## src/mbsh_pkg.sv

```systemverilog
// ============================================================================
// mbsh_pkg: shared definitions for the masked block string hash
// Constants, the controller state type, the multiplier request and response
// types, the length mask and the byte masking function for one input word.
// ============================================================================
package mbsh_pkg;

	localparam int LENGTH_BITS  = 32;
	localparam int LEN_IN_W     = 32;
	localparam int WORD_W       = 64;
	localparam int BLOCK_SHIFT  = 5;
	localparam int BLK_W        = LENGTH_BITS - BLOCK_SHIFT;
	localparam int CNT_W        = BLOCK_SHIFT + 1;
	localparam int LANE_W       = 2;
	localparam int BYTES_W      = 8;
	localparam int DIGIT_W      = 16;
	localparam int DIGITS       = WORD_W / DIGIT_W;
	localparam int DIGIT_CNT_W  = $clog2(DIGITS);
	localparam int MIX_SHIFT    = 47;

	localparam logic [WORD_W-1:0] HASH_MUL    = 64'hc6a4a7935bd1e995;
	localparam logic [CNT_W-1:0]  BLOCK_BYTES = CNT_W'(32);
	localparam logic [LANE_W-1:0] LAST_LANE   = '1;

	typedef enum logic [2:0] {
		ST_IDLE,
		ST_LEN_MUL,
		ST_MIX_MUL,
		ST_FIN_MUL,
		ST_EMIT
	} state_t;

	typedef struct packed {
		logic              start;
		logic [WORD_W-1:0] operand;
	} mul_req_t;

	typedef struct packed {
		logic              done;
		logic [WORD_W-1:0] product;
	} mul_rsp_t;

	// Keeps the low LENGTH_BITS bits of the length field.
	function automatic logic [LENGTH_BITS-1:0] mask_length(input logic [LEN_IN_W-1:0] s);
		logic [WORD_W-1:0] wide;
		wide = WORD_W'(s);
		return wide[LENGTH_BITS-1:0];
	endfunction

	// Zeroes the bytes at or past the block's count, then adds the count to each byte.
	function automatic logic [WORD_W-1:0] prep_word(input logic [WORD_W-1:0] w,
			input logic [LANE_W-1:0] lane, input logic [CNT_W-1:0] count);
		logic [WORD_W-1:0] r;
		logic [7:0]        b;
		logic [CNT_W-1:0]  idx;
		r = '0;
		for (int k = 0; k < BYTES_W; k++) begin
			idx = {1'b0, lane, 3'(k)};
			b   = w[8*k +: 8];
			if (idx >= count) begin
				b = 8'h00;
			end
			b = b + 8'(count);
			r[8*k +: 8] = b;
		end
		return r;
	endfunction

endpackage

```

## src/mbsh_if.sv

```systemverilog
// ============================================================================
// mbsh_if: stream channels of the masked block string hash
// The word channel carries string words with the length on the first beat;
// the hash channel carries one finalized hash per string.
// ============================================================================
interface mbsh_word_if;
	logic        valid;
	logic        ready;
	logic [63:0] word_data;
	logic        first_word;
	logic [31:0] string_length;

	modport source (output valid, word_data, first_word, string_length, input ready);
	modport sink   (input valid, word_data, first_word, string_length, output ready);
endinterface

interface mbsh_hash_if;
	logic        valid;
	logic        ready;
	logic [63:0] hash_value;

	modport source (output valid, hash_value, input ready);
	modport sink   (input valid, hash_value, output ready);
endinterface

```

## src/mbsh_mul.sv

```systemverilog
// ============================================================================
// mbsh_mul: digit-serial multiply by the hash constant
// Takes a 64-bit operand and returns its product with the hash constant
// modulo 2^64, one 16-bit digit of the operand per cycle.
// ============================================================================
module mbsh_mul (
	input  logic                clk,
	input  logic                arst_n,
	input  mbsh_pkg::mul_req_t  req,
	output mbsh_pkg::mul_rsp_t  rsp
);

	logic [mbsh_pkg::WORD_W-1:0]      a_q;
	logic [mbsh_pkg::WORD_W-1:0]      m_q;
	logic [mbsh_pkg::WORD_W-1:0]      acc_q;
	logic [mbsh_pkg::DIGIT_CNT_W-1:0] cnt_q;
	logic                             busy_q;
	logic                             done_q;
	logic [mbsh_pkg::WORD_W-1:0]      term;

	// The constant is shifted up one digit per cycle, so each partial product
	// lands at its weight and bits above 64 simply fall away.
	assign term = mbsh_pkg::WORD_W'(a_q[mbsh_pkg::DIGIT_W-1:0]) * m_q;

	always_ff @(posedge clk or negedge arst_n) begin
		if (!arst_n) begin
			busy_q <= 1'b0;
			done_q <= 1'b0;
			cnt_q  <= '0;
		end else if (req.start) begin
			busy_q <= 1'b1;
			done_q <= 1'b0;
			cnt_q  <= '0;
		end else if (busy_q) begin
			cnt_q <= cnt_q + mbsh_pkg::DIGIT_CNT_W'(1);
			if (cnt_q == mbsh_pkg::DIGIT_CNT_W'(mbsh_pkg::DIGITS - 1)) begin
				busy_q <= 1'b0;
				done_q <= 1'b1;
			end
		end else begin
			done_q <= 1'b0;
		end
	end

	always_ff @(posedge clk) begin
		if (req.start) begin
			a_q   <= req.operand;
			m_q   <= mbsh_pkg::HASH_MUL;
			acc_q <= '0;
		end else if (busy_q) begin
			a_q   <= a_q >> mbsh_pkg::DIGIT_W;
			m_q   <= m_q << mbsh_pkg::DIGIT_W;
			acc_q <= acc_q + term;
		end
	end

	assign rsp.done    = done_q;
	assign rsp.product = acc_q;

endmodule

```

## src/masked_block_string_hash_top.sv

```systemverilog
// ============================================================================
// masked_block_string_hash_top: masked block string hash
// Hashes strings given as 64-bit words in 32-byte blocks and returns one
// finalized 64-bit hash per string.
// ============================================================================
// The block takes one word at a time and works on it to the end before it
// takes the next. Each word is accepted, passed through the 16-bit
// digit-serial multiplier, and its result folded into the hash state.
// A string's first word waits for the length multiply before its own, and the
// last word is followed by the finalizing multiply. A finished hash waits
// in an output register; the next string's words are taken meanwhile, and the
// block only stalls if a second hash is ready before the first was taken.
// A word that does not start a string while none is in progress is dropped.
module masked_block_string_hash_top (
	input  logic               clk,
	input  logic               arst_n,
	mbsh_word_if.sink          word_in,
	mbsh_hash_if.source        hash_out
);

	mbsh_pkg::state_t state_q, state_d;

	logic                           active_q;
	logic [mbsh_pkg::WORD_W-1:0]    w_q;
	logic [mbsh_pkg::WORD_W-1:0]    h_q;
	logic [mbsh_pkg::BLK_W-1:0]     blk_q;
	logic [mbsh_pkg::LANE_W-1:0]    lane_q;
	logic [mbsh_pkg::BLK_W-1:0]     last_blk_q;
	logic [mbsh_pkg::CNT_W-1:0]     tail_q;
	logic                           out_valid_q;
	logic [mbsh_pkg::WORD_W-1:0]    out_data_q;

	mbsh_pkg::mul_req_t             mul_req;
	mbsh_pkg::mul_rsp_t             mul_rsp;

	logic                           accept;
	logic                           slot_free;
	logic                           is_last;
	logic [mbsh_pkg::CNT_W-1:0]     count;
	logic [mbsh_pkg::WORD_W-1:0]    w_sel;
	logic [mbsh_pkg::WORD_W-1:0]    prepped;
	logic [mbsh_pkg::WORD_W-1:0]    mixed;
	logic [mbsh_pkg::WORD_W-1:0]    fin_pre;
	logic [mbsh_pkg::WORD_W-1:0]    fin_out;
	logic [mbsh_pkg::LENGTH_BITS-1:0] len;
	logic [mbsh_pkg::LENGTH_BITS-1:0] len_m1;

	assign accept    = word_in.valid && word_in.ready;
	assign slot_free = !out_valid_q || hash_out.ready;
	assign is_last   = (blk_q == last_blk_q) && (lane_q == mbsh_pkg::LAST_LANE);
	assign count     = (blk_q == last_blk_q) ? tail_q : mbsh_pkg::BLOCK_BYTES;
	assign w_sel     = (state_q == mbsh_pkg::ST_IDLE) ? word_in.word_data : w_q;
	assign prepped   = mbsh_pkg::prep_word(w_sel, lane_q, count);
	assign mixed     = mul_rsp.product ^ (mul_rsp.product >> mbsh_pkg::MIX_SHIFT);
	assign fin_pre   = mixed ^ (mixed >> mbsh_pkg::MIX_SHIFT);
	assign fin_out   = mixed;
	assign len       = mbsh_pkg::mask_length(word_in.string_length);
	assign len_m1    = len - mbsh_pkg::LENGTH_BITS'(1);

	mbsh_mul u_mul (
		.clk    (clk),
		.arst_n (arst_n),
		.req    (mul_req),
		.rsp    (mul_rsp)
	);

	// Next state.
	always_comb begin
		state_d = state_q;
		case (state_q)
			mbsh_pkg::ST_IDLE: begin
				if (accept && word_in.first_word) begin
					state_d = mbsh_pkg::ST_LEN_MUL;
				end else if (accept && active_q) begin
					state_d = mbsh_pkg::ST_MIX_MUL;
				end
			end
			mbsh_pkg::ST_LEN_MUL: begin
				if (mul_rsp.done) begin
					state_d = mbsh_pkg::ST_MIX_MUL;
				end
			end
			mbsh_pkg::ST_MIX_MUL: begin
				if (mul_rsp.done) begin
					state_d = is_last ? mbsh_pkg::ST_FIN_MUL : mbsh_pkg::ST_IDLE;
				end
			end
			mbsh_pkg::ST_FIN_MUL: begin
				if (mul_rsp.done) begin
					state_d = mbsh_pkg::ST_EMIT;
				end
			end
			mbsh_pkg::ST_EMIT: begin
				if (slot_free) begin
					state_d = mbsh_pkg::ST_IDLE;
				end
			end
			default: state_d = mbsh_pkg::ST_IDLE;
		endcase
	end

	// Outputs of the controller. Ready is high in idle, so valid alone marks a beat.
	always_comb begin
		word_in.ready   = 1'b0;
		mul_req.start   = 1'b0;
		mul_req.operand = '0;
		case (state_q)
			mbsh_pkg::ST_IDLE: begin
				word_in.ready = 1'b1;
				if (word_in.valid && word_in.first_word) begin
					mul_req.start   = 1'b1;
					mul_req.operand = mbsh_pkg::WORD_W'(len);
				end else if (word_in.valid && active_q) begin
					mul_req.start   = 1'b1;
					mul_req.operand = h_q ^ prepped;
				end
			end
			mbsh_pkg::ST_LEN_MUL: begin
				mul_req.start   = mul_rsp.done;
				mul_req.operand = mul_rsp.product ^ prepped;
			end
			mbsh_pkg::ST_MIX_MUL: begin
				mul_req.start   = mul_rsp.done && is_last;
				mul_req.operand = fin_pre;
			end
			mbsh_pkg::ST_FIN_MUL, mbsh_pkg::ST_EMIT: begin
				mul_req.start = 1'b0;
			end
			default: begin
				mul_req.start = 1'b0;
			end
		endcase
	end

	always_ff @(posedge clk or negedge arst_n) begin
		if (!arst_n) begin
			state_q     <= mbsh_pkg::ST_IDLE;
			active_q    <= 1'b0;
			blk_q       <= '0;
			lane_q      <= '0;
			last_blk_q  <= '0;
			tail_q      <= '0;
			h_q         <= '0;
			out_valid_q <= 1'b0;
		end else begin
			state_q <= state_d;
			if (state_q == mbsh_pkg::ST_IDLE && accept && word_in.first_word) begin
				active_q <= 1'b1;
				blk_q    <= '0;
				lane_q   <= '0;
				if (len == '0) begin
					last_blk_q <= '0;
					tail_q     <= '0;
				end else begin
					last_blk_q <= len_m1[mbsh_pkg::LENGTH_BITS-1:mbsh_pkg::BLOCK_SHIFT];
					tail_q     <= mbsh_pkg::CNT_W'(len_m1[mbsh_pkg::BLOCK_SHIFT-1:0])
						+ mbsh_pkg::CNT_W'(1);
				end
			end
			if (state_q == mbsh_pkg::ST_MIX_MUL && mul_rsp.done) begin
				h_q <= mixed;
				if (is_last) begin
					active_q <= 1'b0;
					blk_q    <= '0;
					lane_q   <= '0;
				end else begin
					lane_q <= lane_q + mbsh_pkg::LANE_W'(1);
					if (lane_q == mbsh_pkg::LAST_LANE) begin
						blk_q <= blk_q + mbsh_pkg::BLK_W'(1);
					end
				end
			end
			if (state_q == mbsh_pkg::ST_EMIT && slot_free) begin
				out_valid_q <= 1'b1;
			end else if (hash_out.ready) begin
				out_valid_q <= 1'b0;
			end
		end
	end

	always_ff @(posedge clk) begin
		if (state_q == mbsh_pkg::ST_IDLE && accept) begin
			w_q <= word_in.word_data;
		end
		if (state_q == mbsh_pkg::ST_EMIT && slot_free) begin
			out_data_q <= fin_out;
		end
	end

	assign hash_out.valid      = out_valid_q;
	assign hash_out.hash_value = out_data_q;

`ifndef SYNTH
	a_done_in_mul_state: assert property (@(posedge clk) disable iff (!arst_n)
		mul_rsp.done |-> (state_q == mbsh_pkg::ST_LEN_MUL || state_q == mbsh_pkg::ST_MIX_MUL
			|| state_q == mbsh_pkg::ST_FIN_MUL))
		else $error("multiplier finished outside a multiply state");
	a_blk_in_range: assert property (@(posedge clk) disable iff (!arst_n)
		active_q |-> blk_q <= last_blk_q)
		else $error("block index ran past the last block");
	a_first_starts_len: assert property (@(posedge clk) disable iff (!arst_n)
		(accept && word_in.first_word) |=> (state_q == mbsh_pkg::ST_LEN_MUL && active_q))
		else $error("first beat did not start the length multiply");
	a_emit_inactive: assert property (@(posedge clk) disable iff (!arst_n)
		(state_q == mbsh_pkg::ST_FIN_MUL || state_q == mbsh_pkg::ST_EMIT) |-> !active_q)
		else $error("string still active while its hash is finalized");
`endif

endmodule

```

## src/flat_wrapper.sv

```systemverilog
// flat-port wrapper written by rule: the top's interface ports become plain ports
module masked_block_string_hash_top_flat 
  (clk, arst_n, word_in_valid, word_in_word_data, word_in_first_word, word_in_string_length, word_in_ready, hash_out_valid, hash_out_hash_value, hash_out_ready);
  mbsh_word_if word_in_i ();
  mbsh_hash_if hash_out_i ();
  input  logic clk;
  input  logic arst_n;
  input wire logic [$bits(word_in_i.valid)-1:0] word_in_valid;
  input wire logic [$bits(word_in_i.word_data)-1:0] word_in_word_data;
  input wire logic [$bits(word_in_i.first_word)-1:0] word_in_first_word;
  input wire logic [$bits(word_in_i.string_length)-1:0] word_in_string_length;
  output wire logic [$bits(word_in_i.ready)-1:0] word_in_ready;
  output wire logic [$bits(hash_out_i.valid)-1:0] hash_out_valid;
  output wire logic [$bits(hash_out_i.hash_value)-1:0] hash_out_hash_value;
  input wire logic [$bits(hash_out_i.ready)-1:0] hash_out_ready;
  assign word_in_i.valid = word_in_valid;
  assign word_in_i.word_data = word_in_word_data;
  assign word_in_i.first_word = word_in_first_word;
  assign word_in_i.string_length = word_in_string_length;
  assign word_in_ready = word_in_i.ready;
  assign hash_out_valid = hash_out_i.valid;
  assign hash_out_hash_value = hash_out_i.hash_value;
  assign hash_out_i.ready = hash_out_ready;
  masked_block_string_hash_top u_core (.clk(clk), .arst_n(arst_n), .word_in(word_in_i), .hash_out(hash_out_i));
endmodule
```

## config.mk

```make
export PLATFORM = sky130hd
export DESIGN_NAME = masked_block_string_hash_top_flat
export DESIGN_NICKNAME = d
export VERILOG_FILES = /design/src/mbsh_pkg.sv /design/src/mbsh_if.sv /design/src/mbsh_mul.sv /design/src/masked_block_string_hash_top.sv /design/src/flat_wrapper.sv
export SDC_FILE = /design/constraint.sdc
export NUM_CORES = 2
export LEC_CHECK = 0
export ABC_AREA = 1
export BUFFER_PORTS_ARGS = -buffer_cell sky130_fd_sc_hd__buf_4
export CORE_AREA = 10 10 430 223
export DETAILED_ROUTE_END_ITERATION = 10
export DIE_AREA = 0 0 440 233
export GPL_TIMING_DRIVEN = 0
export PLACE_DENSITY = 0.66
export SLEW_MARGIN = 20
export SYNTH_ARGS = -nofsm -noshare
export SYNTH_HDL_FRONTEND = slang
export SYNTH_SLANG_ARGS = --single-unit
```

## constraint.sdc

```tcl
create_clock -name clk -period 8.77 [get_ports clk]
set_clock_uncertainty 0.05 [all_clocks]
set_input_delay 1.754 -clock clk [delete_from_list [all_inputs] [get_ports clk]]
set_output_delay 1.754 -clock clk [all_outputs]
set_load 0.03 [all_outputs]
```

==> results by group <==
Outcome
  • Status: finished clean

Floorplanning
  • Rows: 77
  • Die height: 233 µm
  • Num ports: 167
  • Die area: 103000 µm²
  • Initial Utilization: 49.7%
  • Die W: 440 µm
  • CORE AREA: 87900 µm²

Logic synthesis
  • Yosys top cell area share: 26.7%
  • Synthesis Warnings: 0
  • Cell variety after synth: 65
  • Post-synthesis cell area: 43700 µm²
  • Avg Inst Size Synth: 8.54 µm²
  • Syn_nets: 6105
  • Synth Instances: 5119
  • FF+latch count, synth: 405
  • Synth top area cells: fa_1 (27%), edfxtp_1 (13%), inv_1 (10%)
  • Post-synth top cells: inv_1 (1167), nand2_1 (1045), fa_1 (584)
  • Ys async rst share: 33.3%
  • Most common cell in the netlist: inv_1
  • Post-synth EDFFs: 192
  • Main synth FF type: edfxtp_1
  • Leading area contributor after synthesis: fa_1
  • Seq/Total Area, Yosys: 24.5%

Critical path
  • Critical path class: flip-flop to flip-flop
  • Slowest cell on the critical path: inv_1
  • Crit-path cells: clkbuf_1 > clkbuf_2 > nand2_1 > inv_1 > ha_1 > ha_1 > inv_1 > fa_1 > fa_1 > inv_1 > fa_1 > fa_1 > ha_1 > nand2_1 > nor2_1 > nand4_1 > o211ai_1 > a21oi_1 > o21ai_0 > nand3_1 > o21ai_0 > xnor2_1 > o22ai_1
  • Critical Path AT: 8.72 ns
  • Worst reg2reg setup slack: 0.47 ns
  • Top delay family on crit path: adder cells
  • Critical Path Fanout Max: 10
  • Critical path required time: 9.19 ns
  • Crit start category: flip-flop
  • CP max stage delay: 0.60 ns
  • CP bufs+invs: 5
  • Worst Setup End Kind: flip-flop
  • CP most frequent cell: fa_1

Clock network
  • CTS max path bufs: 3
  • TritonCTS Buffers: 44
  • Sinks on Clock Net: 405
  • TritonCTS clock tree: done
  • Clk slew on worst S/H paths: 0.07 ns
  • Root buffer cell: clkbuf_16
  • Postcts setup bufs: 0
  • Worst-skew pair later-pin latency: 0.60 ns
  • H-tree levels: 2

Detailed routing
  • 1st-iter DRT viols: 4677
  • # DRC: 0
  • Antenna Nets Post-Route: 0
  • Pre-antenna DRT Iters: 8
  • Vias per inst: 5.70
  • Post-Route WL: 169000 µm
  • Total number of vias: 37.4k
  • Per-cell routed wire length: 25.7 µm

Cells and area
  • Share of cells above drive strength 1: 6.96%
  • Fillers: 8233
  • Register area: 10700 µm²
  • Footprint of the multi-input gates: 28000 µm²
  • Final instance area: 48200 µm²
  • Final net count: 6325
  • P&R area growth vs syn: 10.3%

Timing
  • Final Hold Vio Count: 0
  • Final worst slack: 0.472 ns
  • Setup violations, final: 0
  • Post-route setup TNS: 0 ns
  • Crit path time final: 8.30 ns
  • Max Slew Vio Count: 0
  • Slew @ Worst Pin: 1.20 ns
  • Fmax: 121 MHz
  • RSZ-0062 raised after global routing: no
  • Period utilization: 94.6%
  • Relative slew margins: 19.7%

Global route
  • Initial antenna violation count: 7
  • Number of global-route vias before repair: 37.4k
  • First-pass GRT wire length: 246000 µm
  • Overall routing resource usage: 32.5%
  • Gr ovfl total: 0
  • Largest net degree at the start of global routing: 69

Placed design
  • GPL Wtd Cong: 1.00
  • Post-DP HPWL: 142000 µm
  • Post-Place Cell Area: 46600 µm²
  • Pre-CTS setup slack: -0.0483 ns
  • PortBufs: 166

Worst hold path
  • Hold Crit Class: flip-flop to flip-flop

Run
  • Max_cap viols: 0
final timing paths:
check,from,to,cells after the start
min in group asynchronous,arst_n,u_core.h_q[54]$_DFFE_PN0P_,1
hold reg to reg,u_core.u_mul.acc_q[63]$_SDFFE_PP0P_,u_core.hash_out.hash_value[63]$_DFFE_PP_,0
max in group asynchronous,arst_n,u_core.h_q[16]$_DFFE_PN0P_,2
hold / removal,u_core.u_mul.acc_q[63]$_SDFFE_PP0P_,u_core.hash_out.hash_value[63]$_DFFE_PP_,0
setup reg to reg,u_core.u_mul.m_q[53]$_SDFFE_PP1P_,u_core.u_mul.acc_q[51]$_SDFFE_PP0P_,23
setup / recovery,u_core.u_mul.m_q[53]$_SDFFE_PP1P_,u_core.u_mul.acc_q[51]$_SDFFE_PP0P_,23
logic make-up after synthesis:
| group | after synthesis | share of synthesized area (%) |
|---|---|---|
| AND/OR/NAND/NOR | 1645 | 15.9 |
| buffers and inverters | 1316 | 11.4 |
| adder cells (fa/ha/maj) | 885 | 35.4 |
| AO/OA/AOI/OAI | 685 | 9.18 |
| flip-flops | 405 | 24.5 |
| XOR/XNOR | 183 | 3.67 |
flip-flops by register name (all words and copies together) (netlist names), 3 cells and up:
| name | cells |
|---|---|
| u_core.last_blk_q | 27 |
| u_core.u_mul.acc_q | 64 |
| u_core.u_mul.a_q | 64 |
| u_core.h_q | 64 |
| u_core.tail_q | 6 |
| u_core.hash_out.hash_value | 64 |
| u_core.blk_q | 27 |
| u_core.state_q | 3 |
| u_core.w_q | 64 |
| u_core.u_mul.m_q | 14 |
cell usage in the layout, fill, tap and decap left out, types with 14 or more instances in the layout:
cell	synthesis	routed
a41oi_1	22	22
nand2_1	1045	1044
nor3_1	24	24
xnor2_1	65	65
a22oi_1	18	18
nand3b_1	14	14
dfxtp_1	78	78
inv_2	19	19
buf_1	16	16
nand3_1	175	175
buf_2	25	24
xor2_1	118	118
ha_1	301	301
o21bai_1	17	17
a21o_1	16	16
dfrtp_1	135	135
clkbuf_16	0	45
or2_2	29	29
buf_4	0	166
o21ai_0	222	222
o22ai_1	82	82
clkbuf_1	82	86
inv_1	1167	1166
nor2_1	260	255
edfxtp_1	192	192
o211ai_1	14	14
fa_1	584	584
a21oi_1	218	218
nand4_1	43	43
stage by stage:
step	util [%]	hold slack [ns]	std cells
2_1_floorplan	-	0.356	5119
3_3_place_gp	52.9	0.410	6470
3_5_place_dp	53.1	0.401	6478
4_1_cts	54.9	0.427	6558
5_1_grt	54.9	0.434	6559
6_report	54.9	0.430	6561
what timing repair did:
item,in CTS,in global routing
hold buffers,0,0
setup endpoints to repair,3,15
gates resized for setup,1,6
metal layers:
metal	up-vias	global-route usage, %	wire length (µm)
li1	16400	-	-
met1	18500	45.7	70400
met2	2102	48.8	71400
met3	380	7.65	19500
met4	4	12.1	7170
met5	-	0	27
worst register-to-register path: stages (launching register included):
cell	delay (ns)
dfxtp_1	0.31
clkbuf_1	0.53
clkbuf_2	0.53
nand2_1	0.49
inv_1	0.61
ha_1	0.46
ha_1	0.34
inv_1	0.05
fa_1	0.48
fa_1	0.57
inv_1	0.06
fa_1	0.52
fa_1	0.43
ha_1	0.40
nand2_1	0.13
nor2_1	0.16
nand4_1	0.09
o211ai_1	0.41
a21oi_1	0.23
o21ai_0	0.43
nand3_1	0.22
o21ai_0	0.31
xnor2_1	0.25
o22ai_1	0.11
final cells by class:
cell class	instances	share of cell area (%)
clock inverter	28	0.828
clock buffer	52	2.41
tap	1185	3.08
antenna	3	0.0156
multi-input combinational	3398	58.2
timing repair buffer	174	2.94
sequential	405	22.2
buffer	127	1.10
inverter	1189	9.26
Power is left out: the tool's default activity adds up to more than one toggle a clock period on the data nets, which glitch-free logic cannot reach.
